===== src/asc_pkg.sv =====
// Shared types and constants for the alarm snooze controller.
// Holds the request and response beat structs, the mode enum and the event codes.
// No dependencies.
package asc_pkg;

	localparam int SLOT_W = 12;
	localparam int SLOT_REGS_MAX = 4;
	localparam int SEC_W = 14;
	localparam logic [9:0] LED_FULL = 10'h3FF;
	localparam logic [1:0] PRE_TICKS = 2'd3;

	typedef enum logic [2:0] {
		MODE_OFF     = 3'd0,
		MODE_INIT    = 3'd1,
		MODE_ON      = 3'd2,
		MODE_SNOOZE  = 3'd3,
		MODE_DISABLE = 3'd4,
		MODE_WAIT    = 3'd5
	} mode_t;

	typedef enum logic [1:0] {
		FUNC_POLL      = 2'd0,
		FUNC_TICK      = 2'd1,
		FUNC_INIT_DONE = 2'd2,
		FUNC_DISABLE   = 2'd3
	} func_t;

	localparam logic [2:0] CFG_RING_MINUTES   = 3'd4;
	localparam logic [2:0] CFG_SNOOZE_MINUTES = 3'd5;
	localparam logic [2:0] CFG_RING_ATTEMPTS  = 3'd6;

	typedef struct packed {
		logic [1:0] func;
		logic [4:0] hour;
		logic [5:0] minute;
		logic [5:0] second;
		logic [7:0] wanted_sound;
		logic [7:0] random_value;
		logic       player_busy;
	} req_t;

	typedef struct packed {
		logic [2:0] status;
		logic [9:0] led_level;
		logic       start_sound;
		logic [7:0] sound_number;
		logic       announce_time;
		logic       stop_sound;
		logic       wake_display;
		logic       can_disable;
	} rsp_t;

	typedef struct packed {
		logic any_enabled;
		logic any_match;
	} match_t;

endpackage


===== src/asc_match.sv =====
// Alarm slot comparator: checks all slots against the current time.
// Depends on asc_pkg for the slot width and the match status struct.
module asc_match #(
	parameter int N = 4
) (
	input  logic [N-1:0][asc_pkg::SLOT_W-1:0] slots,
	input  logic [4:0]                        hour,
	input  logic [5:0]                        minute,
	input  logic [5:0]                        second,
	output asc_pkg::match_t                   result
);
	import asc_pkg::*;

	always_comb begin
		result = '0;
		for (int i = 0; i < N; i++) begin
			if (slots[i][11]) begin
				result.any_enabled = 1'b1;
				if (second == 6'd0 && slots[i][10:6] == hour && slots[i][5:0] == minute) begin
					result.any_match = 1'b1;
				end
			end
		end
	end

endmodule


===== src/alarm_snooze_controller.sv =====
// Top level of the alarm snooze controller: event register, mode sequencer, result register.
// Depends on asc_pkg and asc_match.
//
// Usage:
// Events enter on the req channel (valid/ready) as one req_t beat each: a poll with the
// current time, a one-second tick, an init-finished notice or a disable request.
// Every event yields exactly one rsp_t beat on the rsp channel with the mode, the LED
// level, the selected sound and the request flags for the player, speech and display.
// The cfg channel writes the alarm slots and the ring, snooze and attempt settings;
// it is always ready and should only be used while no event is in flight.
// A beat accepted on req is held in the event register, and its result is captured in the
// result register, which drives rsp. The event register feeds one pass of sequencer logic
// into the result register, so one beat per cycle is sustained while the receiver keeps
// rsp_ready high. When the receiver stalls, the result register holds its beat and the
// event register takes one more beat; req_ready drops once both are full.
// Reset puts the sequencer in the off mode with all counters and the LED level at zero,
// clears every slot and loads ring and snooze lengths of five minutes and three attempts.
module alarm_snooze_controller #(
	parameter int SLOTS = 4
) (
	input  logic          clk,
	input  logic          arst_n,
	input  logic          req_valid,
	output logic          req_ready,
	input  asc_pkg::req_t req,
	output logic          rsp_valid,
	input  logic          rsp_ready,
	output asc_pkg::rsp_t rsp,
	input  logic          cfg_valid,
	output logic          cfg_ready,
	input  logic [2:0]    cfg_index,
	input  logic [11:0]   cfg_data
);
	import asc_pkg::*;

	localparam int NREG = (SLOTS < SLOT_REGS_MAX) ? SLOTS : SLOT_REGS_MAX;

	logic [NREG-1:0][SLOT_W-1:0] slot_q;
	logic [7:0] ring_min_q, snooze_min_q, attempts_cfg_q;

	logic valid_s1;
	req_t req_s1;
	logic adv_s1;

	mode_t mode_q, mode_n, mode_p;
	logic [1:0] delay_q, delay_n;
	logic [SEC_W-1:0] ring_q, ring_n, snooze_q, snooze_n;
	logic [SEC_W-1:0] ring_load, snooze_load;
	logic [7:0] attempts_q, attempts_n, att_dec;
	logic [9:0] bright_q, bright_n;
	logic [7:0] sound_q, sound_n;
	logic start_n, announce_n, stop_n, wake_n, hold_led;
	logic delay_p;

	match_t match;
	rsp_t rsp_q;
	logic rsp_valid_q;

	assign cfg_ready = 1'b1;

	always_ff @(posedge clk or negedge arst_n) begin
		if (!arst_n) begin
			slot_q         <= '0;
			ring_min_q     <= 8'd5;
			snooze_min_q   <= 8'd5;
			attempts_cfg_q <= 8'd3;
		end else if (cfg_valid) begin
			for (int i = 0; i < NREG; i++) begin
				if (cfg_index == 3'(i)) begin
					slot_q[i] <= cfg_data;
				end
			end
			if (cfg_index == CFG_RING_MINUTES) begin
				ring_min_q <= cfg_data[7:0];
			end
			if (cfg_index == CFG_SNOOZE_MINUTES) begin
				snooze_min_q <= cfg_data[7:0];
			end
			if (cfg_index == CFG_RING_ATTEMPTS) begin
				attempts_cfg_q <= cfg_data[7:0];
			end
		end
	end

	assign adv_s1    = valid_s1 && (!rsp_valid_q || rsp_ready);
	assign req_ready = !valid_s1 || adv_s1;

	always_ff @(posedge clk or negedge arst_n) begin
		if (!arst_n) begin
			valid_s1 <= 1'b0;
		end else if (req_valid && req_ready) begin
			valid_s1 <= 1'b1;
		end else if (adv_s1) begin
			valid_s1 <= 1'b0;
		end
	end

	always_ff @(posedge clk) begin
		if (req_valid && req_ready) begin
			req_s1 <= req;
		end
	end

	asc_match #(
		.N(NREG)
	) u_match (
		.slots  (slot_q),
		.hour   (req_s1.hour),
		.minute (req_s1.minute),
		.second (req_s1.second),
		.result (match)
	);

	// Minutes to seconds: m * 60 = m * 64 - m * 4.
	assign ring_load   = ({6'd0, ring_min_q} << 6) - ({6'd0, ring_min_q} << 2);
	assign snooze_load = ({6'd0, snooze_min_q} << 6) - ({6'd0, snooze_min_q} << 2);
	assign att_dec     = attempts_q - 8'd1;

	always_ff @(posedge clk or negedge arst_n) begin
		if (!arst_n) begin
			mode_q     <= MODE_OFF;
			delay_q    <= '0;
			ring_q     <= '0;
			snooze_q   <= '0;
			attempts_q <= '0;
			bright_q   <= '0;
			sound_q    <= '0;
		end else if (adv_s1) begin
			mode_q     <= mode_n;
			delay_q    <= delay_n;
			ring_q     <= ring_n;
			snooze_q   <= snooze_n;
			attempts_q <= attempts_n;
			bright_q   <= bright_n;
			sound_q    <= sound_n;
		end
	end

	always_comb begin
		mode_n     = mode_q;
		mode_p     = mode_q;
		delay_n    = delay_q;
		delay_p    = 1'b0;
		ring_n     = ring_q;
		snooze_n   = snooze_q;
		attempts_n = attempts_q;
		bright_n   = bright_q;
		sound_n    = sound_q;
		start_n    = 1'b0;
		announce_n = 1'b0;
		stop_n     = 1'b0;
		wake_n     = 1'b0;
		hold_led   = 1'b0;
		unique case (func_t'(req_s1.func))
			FUNC_TICK: begin
				if (mode_q == MODE_INIT && delay_q != 2'd0) begin
					delay_n = delay_q - 2'd1;
				end else if (mode_q == MODE_ON && ring_q != '0) begin
					ring_n = ring_q - SEC_W'(1);
				end else if (mode_q == MODE_SNOOZE && snooze_q != '0) begin
					snooze_n = snooze_q - SEC_W'(1);
				end
			end
			FUNC_INIT_DONE: begin
				delay_n = 2'd0;
			end
			FUNC_DISABLE: begin
				if (mode_q == MODE_ON && snooze_min_q != 8'd0) begin
					ring_n = '0;
				end else begin
					mode_n = MODE_DISABLE;
				end
			end
			default: begin
				// A match in off reloads the pre-delay, so init cannot finish in that poll.
				if (match.any_enabled) begin
					if (mode_q == MODE_OFF && match.any_match) begin
						mode_p  = MODE_INIT;
						delay_n = PRE_TICKS;
						delay_p = 1'b1;
					end
				end else if (mode_q != MODE_OFF) begin
					mode_p = MODE_DISABLE;
				end
				mode_n = mode_p;
				unique case (mode_p)
					MODE_INIT: begin
						if (!delay_p && delay_q == 2'd0) begin
							attempts_n = attempts_cfg_q;
							ring_n     = ring_load;
							mode_n     = MODE_ON;
							sound_n    = (req_s1.wanted_sound == 8'd0) ? req_s1.random_value
							                                           : req_s1.wanted_sound - 8'd1;
							announce_n = 1'b1;
						end
					end
					MODE_ON: begin
						if (ring_q != '0) begin
							start_n = !req_s1.player_busy;
							wake_n  = 1'b1;
						end else if (snooze_min_q != 8'd0) begin
							attempts_n = att_dec;
							if (att_dec != 8'd0) begin
								stop_n   = 1'b1;
								snooze_n = snooze_load;
								mode_n   = MODE_SNOOZE;
							end else begin
								mode_n = MODE_DISABLE;
							end
						end else begin
							mode_n = MODE_DISABLE;
						end
					end
					MODE_SNOOZE: begin
						if (snooze_q == '0) begin
							ring_n     = ring_load;
							mode_n     = MODE_ON;
							announce_n = 1'b1;
						end
					end
					MODE_DISABLE: begin
						stop_n = 1'b1;
						mode_n = MODE_WAIT;
					end
					MODE_WAIT: begin
						if (match.any_match) begin
							hold_led = 1'b1;
						end else begin
							mode_n = MODE_OFF;
						end
					end
					default: begin
					end
				endcase
				if (!hold_led) begin
					if (mode_n == MODE_ON || mode_n == MODE_INIT) begin
						bright_n = LED_FULL;
					end else if (bright_q != 10'd0) begin
						bright_n = bright_q - 10'd1;
					end
				end
			end
		endcase
	end

	always_ff @(posedge clk or negedge arst_n) begin
		if (!arst_n) begin
			rsp_valid_q <= 1'b0;
		end else if (adv_s1) begin
			rsp_valid_q <= 1'b1;
		end else if (rsp_ready) begin
			rsp_valid_q <= 1'b0;
		end
	end

	always_ff @(posedge clk) begin
		if (adv_s1) begin
			rsp_q.status        <= mode_n;
			rsp_q.led_level     <= bright_n;
			rsp_q.start_sound   <= start_n;
			rsp_q.sound_number  <= sound_n;
			rsp_q.announce_time <= announce_n;
			rsp_q.stop_sound    <= stop_n;
			rsp_q.wake_display  <= wake_n;
			rsp_q.can_disable   <= (mode_n == MODE_ON || mode_n == MODE_SNOOZE);
		end
	end

	assign rsp_valid = rsp_valid_q;
	assign rsp       = rsp_q;

	// A beat that leaves the sequencer carries the mode the sequencer moves into.
	a_status_tracks_mode: assert property (@(posedge clk) disable iff (!arst_n)
		adv_s1 |=> rsp_q.status == mode_q)
		else $error("result status differs from the mode register");

	a_play_only_on: assert property (@(posedge clk) disable iff (!arst_n)
		rsp_valid_q && (rsp_q.start_sound || rsp_q.wake_display || rsp_q.announce_time)
		|-> rsp_q.status == MODE_ON)
		else $error("play, wake or announce request outside the on mode");

	a_stop_mode: assert property (@(posedge clk) disable iff (!arst_n)
		rsp_valid_q && rsp_q.stop_sound
		|-> rsp_q.status == MODE_SNOOZE || rsp_q.status == MODE_WAIT)
		else $error("stop request in an unexpected mode");

	a_led_full: assert property (@(posedge clk) disable iff (!arst_n)
		adv_s1 && req_s1.func == FUNC_POLL && (mode_n == MODE_ON || mode_n == MODE_INIT)
		|=> rsp_q.led_level == LED_FULL)
		else $error("LED level not at full while ringing");

	a_no_accept_when_full: assert property (@(posedge clk) disable iff (!arst_n)
		valid_s1 && rsp_valid_q && !rsp_ready |-> !req_ready)
		else $error("event accepted with both registers full");

endmodule

===== config.mk =====
export PLATFORM = sky130hd
export DESIGN_NAME = alarm_snooze_controller
export DESIGN_NICKNAME = d
export VERILOG_FILES = /design/src/asc_pkg.sv /design/src/asc_match.sv /design/src/alarm_snooze_controller.sv
export SDC_FILE = /design/constraint.sdc
export NUM_CORES = 1
export LEC_CHECK = 0
export ABC_AREA = 0
export BUFFER_PORTS_ARGS = -buffer_cell sky130_fd_sc_hd__buf_2
export CAP_MARGIN = 5
export CELL_PAD_IN_SITES_DETAIL_PLACEMENT = 0
export CELL_PAD_IN_SITES_GLOBAL_PLACEMENT = 2
export CORE_MARGIN = 1
export CORE_UTILIZATION = 35
export CTS_CLUSTER_DIAMETER = 30
export CTS_CLUSTER_SIZE = 10
export DETAILED_ROUTE_END_ITERATION = 10
export PLACE_DENSITY = 0.83
export REMOVE_ABC_BUFFERS = 1
export SLEW_MARGIN = 10
export SYNTH_ARGS = -nofsm -noshare
export SYNTH_HDL_FRONTEND = slang
export SYNTH_SLANG_ARGS = --single-unit

===== constraint.sdc =====
create_clock -name clk -period 3.2 [get_ports clk]
set_input_delay 0.96 -clock clk [delete_from_list [all_inputs] [get_ports clk]]
set_output_delay 0.96 -clock clk [all_outputs]
set_load 0.05 [all_outputs]

### Word-level counts from Yosys, hierarchy flattened

Cells that the tools add are included.

| operators by class | value |
|---|---|
| add/sub/neg operators | 8 |
| equal/unequal tests | 41 |
| mux-type cells | 71 |
| bitwise gates (word level) | 6 |
| reductions and logical operators | 62 |

Operator list:

| kind | count |
|---|---|
| 2-to-1 mux 14 bit | 12 |
| 2-to-1 mux 8 bit | 7 |
| case mux 14 bit (2 select lines) | 2 |
| case mux 14 bit (3 select lines) | 1 |
| 2-to-1 mux 10 bit | 4 |
| 2-to-1 mux 3 bit | 12 |
| nonzero test 14 bit | 2 |
| subtractor 14 x 1 -> 14 bit, second input constant | 2 |
| subtractor 14 x 10 -> 14 bit | 2 |
| equality test 3 x 2 -> 1 bit, second input constant | 9 |
| equality test 6 bit | 4 |
| equality test 5 bit | 4 |
| 2-to-1 mux 1 bit | 20 |
| inequality test 2 bit, second input constant | 9 |
| logical AND 1 bit | 16 |
| case mux 8 bit (2 select lines) | 1 |
| nonzero test 8 bit | 2 |
| subtractor 8 x 1 -> 8 bit, second input constant | 2 |
| equality test 3 bit, second input constant | 5 |
| case mux 3 bit (5 select lines) | 1 |
| zero test 14 bit | 1 |
| 2-to-1 mux 2 bit | 7 |
| AND reduction 2 bit | 7 |
| nonzero test 2 bit | 7 |
| 28 further kinds | 49 |

| storage, ports and cells | value |
|---|---|
| bits in registers | 195 |
| bits of input ports | 56 |
| output and inout port bits | 29 |
| logic and storage cells | 219 |

### Longest topological paths before layout

Gate-level depths: netlist (run 1).

| depth | value |
|---|---|
| depth in word-level cells | 25 |
| depth in mapped cells | 13 |
| gate-level depth less buffers | 11 |

### Modules after synthesis

From an unflattened synthesis (run 1), not the netlist that was laid out.

| unflattened totals | value |
|---|---|
| cell total of the unflattened synthesis | 954 |
| area total of the unflattened synthesis | 10154.7 µm² |

By module, submodules not included:

| module | instances | cells each | area an instance (µm²) | sequential area each (µm²) |
|---|---|---|---|---|
| alarm_snooze_controller | 1 | 879 | 9535.4 | 5197.5 |
| asc_match | 1 | 75 | 619.3 | 0.0 |

### Worst setup path before layout (run 1)

Ideal clock, no wire load.

| timing path | value |
|---|---|
| path type | reg-to-reg |
| start point | register attempts_q[0] |
| end point | register rsp_q, in the netlist rsp[21], data pin |
| library setup time | 0.256 ns |
| arrival | 2.656 ns |
| data required time | 2.944 ns |
| slack | 0.287 ns |
| cell stages (with the launch flop) | 11 |
| buffers on the path | 0 |
| period minus slack after synthesis | 2.913 ns |
| cells stage by stage | dfrtp_1 -> inv_1 -> ha_1 -> o41ai_1 -> nand2_1 -> o21ba_4 -> o41ai_4 -> a21oi_2 -> or2_4 -> a22o_1 -> a22o_1 |

| on the way | value |
|---|---|
| longest elaborated chain between the ends | 12 |
| elaborated cells on any way between the ends | 13 |
| those cells by class | 1 x add/sub; 2 x eq/ne; 8 x mux; 2 x reduce/logical |

RTL lines:

| element | RTL line | source |
|---|---|---|
| from (decl) | alarm_snooze_controller.sv:49 | `logic [7:0] attempts_q, attempts_n, att_dec;` |
| from (signal assigned) | alarm_snooze_controller.sv:133 | `attempts_q <= attempts_n;` |
| subtractor 8 x 1 -> 8 bit * | alarm_snooze_controller.sv:117 | `assign att_dec = attempts_q - 8'd1;` |
| nonzero test 8 bit * | alarm_snooze_controller.sv:203 | `if (att_dec != 8'd0) begin` |
| 2-to-1 mux 3 bit * | alarm_snooze_controller.sv:203 |  |
| 2-to-1 mux 3 bit * | alarm_snooze_controller.sv:201 | `end else if (snooze_min_q != 8'd0) begin` |
| 2-to-1 mux 3 bit * | alarm_snooze_controller.sv:198 | `if (ring_q != '0) begin` |
| case mux 3 bit (5 select lines) * | alarm_snooze_controller.sv:186 | `unique case (mode_p)` |
| 2-to-1 mux 3 bit * | alarm_snooze_controller.sv:154 | `unique case (func_t'(req_s1.func))` |
| equality test 3 x 2 -> 1 bit or equality test 3 x 1 -> 1 bit (tied branches) | alarm_snooze_controller.sv:236 | `if (mode_n == MODE_ON \|\| mode_n == MODE_INIT) begin` |
| logical OR 1 bit * | alarm_snooze_controller.sv:236 |  |
| 2-to-1 mux 10 bit * | alarm_snooze_controller.sv:236 |  |
| 2-to-1 mux 10 bit * | alarm_snooze_controller.sv:235 | `if (!hold_led) begin` |
| 2-to-1 mux 10 bit * | alarm_snooze_controller.sv:154 |  |
| via bright_n[8] | alarm_snooze_controller.sv:50 | `logic [9:0] bright_q, bright_n;` |
| to (decl) | alarm_snooze_controller.sv:56 | `rsp_t rsp_q;` |

The timed path passes the listed nets; every way through them passes the cells marked *. The select of a mux whose other input is x is not followed.
A chain may end at the register's enable or synchronous reset.

### Final worst setup path (run 1)

| timing path | value |
|---|---|
| start point | register ring_q[0] |
| end point | register rsp_q, in the netlist rsp[21], data pin |

| on the way | value |
|---|---|
| longest elaborated chain between the ends | 9 |
| elaborated cells on any way between the ends | 10 |
| those cells by class | 2 x eq/ne; 6 x mux; 2 x reduce/logical |

RTL lines:

| element | RTL line | source |
|---|---|---|
| from (decl) | alarm_snooze_controller.sv:47 | `logic [SEC_W-1:0] ring_q, ring_n, snooze_q, snooze_n;` |
| from (signal assigned) | alarm_snooze_controller.sv:131 | `ring_q <= ring_n;` |
| nonzero test 14 bit * | alarm_snooze_controller.sv:198 |  |
| 2-to-1 mux 3 bit * | alarm_snooze_controller.sv:198 |  |
| case mux 3 bit (5 select lines) * | alarm_snooze_controller.sv:186 |  |
| 2-to-1 mux 3 bit * | alarm_snooze_controller.sv:154 |  |
| equality test 3 x 2 -> 1 bit or equality test 3 x 1 -> 1 bit (tied branches) | alarm_snooze_controller.sv:236 |  |
| logical OR 1 bit * | alarm_snooze_controller.sv:236 |  |
| 2-to-1 mux 10 bit * | alarm_snooze_controller.sv:236 |  |
| 2-to-1 mux 10 bit * | alarm_snooze_controller.sv:235 |  |
| 2-to-1 mux 10 bit * | alarm_snooze_controller.sv:154 |  |
| via bright_n[8] | alarm_snooze_controller.sv:50 |  |

Marks and branches as above.

==> out/results.txt, run 1 <==
The run finished with clean final reports. In the post-synthesis netlist, the biggest area contributors are sky130_fd_sc_hd__dfrtp_1 31%, sky130_fd_sc_hd__edfxtp_1 18%, sky130_fd_sc_hd__mux2_2 7.7%. Synthesis inferred 195 register bits. The worst-case IR drop observed on VDD is 0.3114 mV.

The overall via count from detail_route is 7536. Power spread over the standard cell area amounts to 702.5 mW/mm². The tools report the maximum clock insertion buffer count as 2.

The run gives 0 as the final count of negative-setup-slack endpoints. The mapped netlist covers 0.01021 mm². Sequential cells account for 43.1% of the total power. By instance count, the cell type seen most on the critical path is sky130_fd_sc_hd__a22o_1. The first global-routing pass estimated 39.93 mm of wire. The count of max-cap constraint violations is 0. The internal power is 5444 µW.

CTS saw 195 sinks. In this run the register-to-register setup slack is 0.12 ns. The tools report the pin count of the biggest net entering global routing as 48.

Highest-delay cell along the critical path: sky130_fd_sc_hd__o41ai_1. The critical path is of the flip-flop to flip-flop type. At the worst endpoint, the arrival time is 3.28 ns. The largest stage delay on the critical path was 0.47 ns.

Walking the worst path, the cells encountered are inv_1 > ha_1 > nor3b_2 > nand4_1 > o41ai_1 > o21ai_2 > o211ai_1 > buf_4 > a21oi_2 > or2_4 > a22o_1 > a22o_1. Synthesis instantiated 75 different standard cells from the library. The run gives 0.02985 mm² as the floorplan die area.

Summing all non-filler instances in the final layout gives an area of 0.01191 mm². The share of total power dissipated in the clock network is 24.6%. The fraction of registers with async set or reset after synthesis is 68.21%, and the CTS clock-pin slew for the worst setup and hold paths is 0.07 ns. The class of the worst hold path was input port to async pin. On the final layout, the worst clock skew is 0.01123 ns.

The library cells used most frequently in the layout, excluding fill and tap cells, are 126 x sky130_fd_sc_hd__dfrtp_1, 111 x sky130_fd_sc_hd__nand2_1, 82 x sky130_fd_sc_hd__buf_2. At the placement stage, the worst setup path has a slack of 0.07380 ns. The actual transition at the worst max-transition pin is 0.6212 ns. From bottom edge to top edge, the die measures 172.8 µm. A synthesized cell averages 10.60 µm². The proportion of netlist area held by the largest area contributor was 31.14%; the fraction of power spent switching nets was 34.93%. The post-layout minimum cycle time is 3.082 ns.

The final worst-path setup slack is 0.1182 ns. The number of vias per cell after detailed routing was 5.137; the final routed DRC violation total was 0. The clock root buffer is sky130_fd_sc_hd__clkbuf_16.

For the count of standard-cell rows, the log shows 62. Initial antenna violation count: 1. For this run, the number of Yosys warnings is 0. Counting every instance in the synthesized netlist gives 963. The die span in x was 172.8 µm; the count of H-tree levels built during CTS was 4. The first-pass iteration count of the detailed router is 8. Setup repair after global routing left no endpoint under its margin. Share of layout cells above drive strength 1: 25.05%. Dominant cell type by area after synthesis: sky130_fd_sc_hd__dfrtp_1. The detail route stage leaves a number of antenna-violating nets equal to 0. Leaving out fill and tap cells, the most frequent cell in the layout is sky130_fd_sc_hd__dfrtp_1. Combinational logic is responsible for 32.3% of the overall power. In the final design database the tool counted 1148 nets. The required time of the worst setup path is 3.39 ns, and the average wire per standard cell is 16.50 µm.

The worst setup path is launched from a flip-flop. 85 I/O pins were placed. For the max-slew violation count, the log shows 0. For this design the static power due to leakage is 0.004805 µW. TritonCTS built the clock tree. The tools report the starting density of the core as 35.56%. The count of final hold-check violations was 0. For this run the aggregate overflow at the end of global routing stands at 0.

For the worst-skew pair, the clock arrives at the later sink with an insertion delay of 0.44 ns. The most used flip-flop cell after synthesis is sky130_fd_sc_hd__dfrtp_1. The run gives 50.93% as the part of the Yosys area used for sequential elements. The period utilization was 96.31%. In this run the post-CTS setup repair buffer count came out at 0.

Port buffering added 83 buffers. Summed over all nets, the switching power comes to 2922 µW. For the wire length after detailed routing, the log shows 24.21 mm. Via count of the first global-routing pass: 7410. The first routing iteration left 448 violations.

The maximum fanout along the worst path was 4. Once placement finished, the instance area stood at 0.01132 mm². The kind of end point of the critical path was a flip-flop.

The number of buffers added by the clock tree synthesis step came out at 17. Based on the critical path, the design can be clocked at up to 324.5 MHz. Routability-driven placement finished with a final weighted congestion of 0.8167. The half-perimeter wire length of the detailed placement result was 17.36 mm; the relative max-transition margin was 58.27%. The growth of design area from synthesis to finish was 16.68%; the total routing resource utilization after global routing was 16.83%. In this run, synthesis inferred 62 flip-flops with an integrated enable. The core region is 0.02870 mm².
[layer usage]
| layer | wire, µm | share of wire (%) | vias up | GRT usage (%) |
|---|---|---|---|---|
| met5 | 0 | 0 | - | 0 |
| met4 | 320 | 1.3 | 0 | 5.015 |
| met3 | 684 | 2.8 | 24 | 2.836 |
| met2 | 11300 | 47 | 143 | 26.80 |
| met1 | 11900 | 49 | 3677 | 23.48 |
| li1 | - | - | 3692 | - |
[cell families (layout without fill, tap and decap cells)]
group	Yosys count	in the layout	synth area share (%)
XOR/XNOR	75	75	6.436
other	1	2	0.03674
AO/OA/AOI/OAI	208	208	13.44
AND/OR/NAND/NOR	305	305	15.05
buffers and inverters	85	204	3.420
flip-flops	195	195	50.93
adder cells (fa/ha/maj)	23	23	2.820
multiplexers	71	71	7.871
[power groups by stage]
stage | Combinational (µW) | Clock, µW | Sequential, µW
3_5_place_dp | 2690 | 0 | 3650
3_3_place_gp | 2670 | 0 | 3640
5_1_grt | 3000 | 2210 | 3690
4_1_cts | 2700 | 2130 | 3600
2_1_floorplan | 1730 | 0 | 3770
6_report | 2700 | 2050 | 3610
[metrics by stage]
stage	total power [µW]	TNS, ns	utilization [%]	instances	hold WS (ns)
4_1_cts	8431	0	41.38	1466	0.4677
6_report	8366	0	41.49	1467	0.4629
2_1_floorplan	5500	-21.96	-	918	0.4456
5_1_grt	8904	0	41.49	1467	0.4816
3_3_place_gp	6304	0	39.46	1434	0.4592
3_5_place_dp	6340	0	39.46	1434	0.4663
[synth_stat cells, drive strengths merged, types with 5 or more instances]
cell type,n
buf,12
nor2b,6
a21oi,49
nand3,35
or4,5
a22o,5
o22ai,15
nor2,40
a21o,10
nor4,17
inv,39
xor2,9
nand2,111
dfstp,6
edfxtp,62
nor3b,14
nand2b,9
dfrtp,127
clkbuf,33
a32oi,6
and2,6
ha,23
o21ai,76
nor3,26
mux2,71
nand4,14
xnor2,66
[sequential cells by signal (all words and copies together), names as in the netlist, 2 cells and up]
signal and count:
sound_q 8, delay_q 2, slot_q 48, mode_q 3, snooze_min_q 8, attempts_cfg_q 8, attempts_q 8, bright_q 10
req_s1 36, snooze_q 14, ring_min_q 8, ring_q 14, rsp 26
[repair_timing]
action,4_1_cts,5_1_grt
resized for setup,0,6
setup endpoints to repair,0,14
hold buffers,0,0
[final cells by class]
type,count,area [µm²]
clock inverters,12,105.1
diodes,1,2.502
clock buffers,20,446.7
flip-flops and latches,195,5199
inverters,40,150.1
well taps,384,480.5
fillers,2801,16790
multi-input cells,683,4711
repair buffers,132,814.5
[critical path: cells and delay by family, from the launching register on]
family                   cells  cell delay, ns
buffers and inverters        2            0.25
AO/OA/AOI/OAI                6            1.22
adder cells (fa/ha/maj)      1            0.18
flip-flops                   1            0.41
AND/OR/NAND/NOR              3            0.76
[final timing paths]
check,from,end,cells past startpoint
worst max-delay path,ring_q[0],rsp[21],12
worst min-delay path,arst_n,bright_q[3],1
worst max register to register,ring_q[0],rsp[21],12
worst min register to register,sound_q[0],sound_q[0],2
max in group asynchronous,arst_n,ring_min_q[2],2
min in group clk,sound_q[0],sound_q[0],2
Power figures use the tool's default switching activity.
==> inputs of run 2 (changes only) <==
--- a/config.mk
+++ b/config.mk
@@ -17,6 +17,7 @@
 export DETAILED_ROUTE_END_ITERATION = 10
 export PLACE_DENSITY = 0.83
 export REMOVE_ABC_BUFFERS = 1
+export SETUP_SLACK_MARGIN = 0.2
 export SLEW_MARGIN = 10
 export SYNTH_ARGS = -nofsm -noshare
 export SYNTH_HDL_FRONTEND = slang
==> run 2 against run 1 <==
Critical path depth stayed put. Clock power barely moved. Final cell count increased by 0.89%. Global-route usage up 0.053 points. Die area is the same. Non-clock buffer count is 13 higher. Wire length grew 0.87%. Clock skew down 0.00092 ns. Via count grew 0.42%. Clock-buffer cell count is the same. Design area up 1.9%. Combinational power up 6%. Critical path type unchanged.
==> out/results.txt, run 2 (synthesis results as in run 1) <==
The path class of the tightest hold or removal check is input port to async pin. The die span in x is 172.8 µm. The top cell types in the final layout, fill and taps aside, are 123 x sky130_fd_sc_hd__dfrtp_1, 109 x sky130_fd_sc_hd__nand2_1, 82 x sky130_fd_sc_hd__buf_2. Once detailed placement completed, the half-perimeter wirelength came to 17.36 mm. Setup total negative slack on the finished layout was measured at 0 ns.

VDD sags by at most 0.3162 mV. Clock tree synthesis inserted a total of 17 buffers. The routed layout has 7568 vias. Of the cells placed in the final design, the portion with a size suffix greater than 1 is 27.76%. The number of clock sinks is 195, and the number of hold buffers added after cts is 0.

Routability-driven placement finished with a final weighted congestion of 0.8167. In this run the core area contains 62 standard-cell rows. The first detailed-routing pass took 5 iterations.

Measured against its own limit, the worst slew margin works out to 59.07%. STA classifies the critical path startpoint as a flip-flop. Measured on the finished design, the core utilization comes to 42.27%. After clock tree synthesis, the clock-pin slew on the worst setup and hold paths is 0.07 ns. Most used cell along the critical path: sky130_fd_sc_hd__a22o_1.

During I/O placement, the number of pins put on the boundary was 85. Dividing the detail-routed wire length by the instance count gives 16.50 µm. Summed over all cells, the static leakage comes to 0.004891 µW. The run gives 3.40 ns as the required time of the worst setup path. In this run the power density over the cells is 703.1 mW/mm².

For this block, the initial DRC count from the detailed router was 424. The worst setup path is captured at a flip-flop. The register with the most flip-flops in the layout has 48 of them. Setup violations remaining at the end of the flow were counted as 0.

In this run the deepest clock path goes through 2 buffers. The first-pass GRT wire length is 40.03 mm, and the post-layout minimum cycle time is 2.912 ns. Clock skew on the completed layout was measured at 0.01031 ns. The total grt overflow is 0.

Largest stage delay on the critical path: 0.42 ns. The worst setup path is of the flip-flop to flip-flop kind. The die is 172.8 µm tall.

Setup repair after global routing could not meet its margin everywhere. The total routing resource utilization after global routing is 16.88%. The flow ran to the end, and the final reports show no timing, DRC or antenna violations. The count of H-tree levels built during CTS was 4; the number of cells on the worst reg-to-reg path was 12. Along the worst path, the maximum fanout reaches 4.

Timing analysis after detailed placement gives a worst setup slack of 0.07380 ns. The floorplan step defined a die boundary enclosing 0.02985 mm². After detailed routing, the number of remaining DRC violations is 0. The number of vias per cell after detailed routing is 5.114, and the final-stage net count is 1161. After detailed routing, the total wire length is 24.42 mm. The clock root buffer was sky130_fd_sc_hd__clkbuf_16. The initial antenna violation count is 1, and the starting density of the core is 35.56%.

Entering global routing, the biggest net connects 48 pins. Once detail routing completed, the nets flagged for antenna violations numbered 0. Most frequent standard cell in the layout excluding fill and tap cells: sky130_fd_sc_hd__dfrtp_1. Of the available clock period, the critical path in the final layout requires 90.99%. TritonCTS built the clock tree. From synthesis to final layout, the design area changed by 18.87%.

Cell total after placement: 1434. In this run the standard cell core region covers 0.02870 mm². After layout, the worst setup slack is 0.2883 ns.

Counting flops per register, the top entry is slot_q. The via count of the first global-routing pass came out at 7448. The count of final hold-check violations is 0, and the actual transition at the worst max-transition pin is 0.6092 ns. On the final layout, the worst hold slack is 0.4593 ns.

The run gives 0 as the count of max-cap constraint violations. At the later pin of the worst-skew pair, clock insertion delay measures 0.45 ns. STA puts the critical path data arrival time at 3.11 ns. On the critical path, the stage with the largest delay is an instance of sky130_fd_sc_hd__dfrtp_1.

Max-slew violation count: 0. Walking the worst path, the cells encountered are inv_2 > ha_2 > nor3b_4 > nand4_1 > o41ai_4 > o21ai_4 > o211ai_1 > buf_4 > a21oi_2 > or2_4 > a22o_1 > a22o_1. The count of cells in the finished layout, fillers not included, comes to 1480. The run gives 343.4 MHz as the top achievable clock speed. Buffers placed on the I/O ports in this run total 83.
[run 2: changes by cell type in the layout (fill, tap and decap cells not counted), sizes merged]
cell | previous run | this run
buf | 132 | 145
[run 2: worst paths after layout]
kind	start	to	slack (ns)
max in group asynchronous	arst_n	ring_min_q[2]	1.94
hold reg to reg	sound_q[0]	sound_q[0]	0.48
min in group clk	sound_q[0]	sound_q[0]	0.48
hold / removal	arst_n	bright_q[2]	0.46
setup / recovery	ring_q[0]	rsp[21]	0.29
setup reg to reg	ring_q[0]	rsp[21]	0.29
[run 2: cell type report]
cell class                      count  area [µm²]
Antenna cell                        1       2.502
Fill cell                        2779       16570
Tap cell                          384       480.5
Timing Repair Buffer              145       919.6
Clock buffer                       20       446.7
Sequential cell                   195        5202
Multi-Input combinational cell    683        4825
Inverter                           40       150.1
Clock inverter                     12       105.1
[run 2: per-layer routing]
| metal | part of all wire (%) | vias up | global-route usage, % |
|---|---|---|---|
| li1 | - | 3717 | - |
| met1 | 49 | 3690 | 23.36 |
| met2 | 47 | 136 | 26.66 |
| met3 | 2.9 | 25 | 3.188 |
| met4 | 1.3 | 0 | 5.457 |
| met5 | 0 | - | 0 |
[run 2: power breakdown]
| part | total (µW) | switching [µW] | internal, µW |
|---|---|---|---|
| registers | 3620 | 472 | 3140 |
| clock network | 2050 | 959 | 1090 |
| logic | 2860 | 1550 | 1310 |
| total | 8530 | 2990 | 5550 |
[run 2: stage by stage]
step	instance area, µm²	power [µW]
6_report	12130	8530
5_1_grt	12130	9078
4_1_cts	11920	8450
3_5_place_dp	11320	6340
3_3_place_gp	11320	6304
2_1_floorplan	10010	5500
[run 2: worst max-delay path: cells and delay by family, from the launching register on]
family | cells | cell delay, ns
buf+inv | 2 | 0.23
compound gates | 6 | 1.06
flops | 1 | 0.42
fa+ha+maj | 1 | 0.19
simple gates | 3 | 0.77
[run 2: timing repair]
item / in CTS / in global routing
gates resized for setup: 7 / 27
setup buffers: 1 / 12
pin swaps: 0 / 7
gates cloned: 0 / 0
setup endpoints to repair: 11 / 37
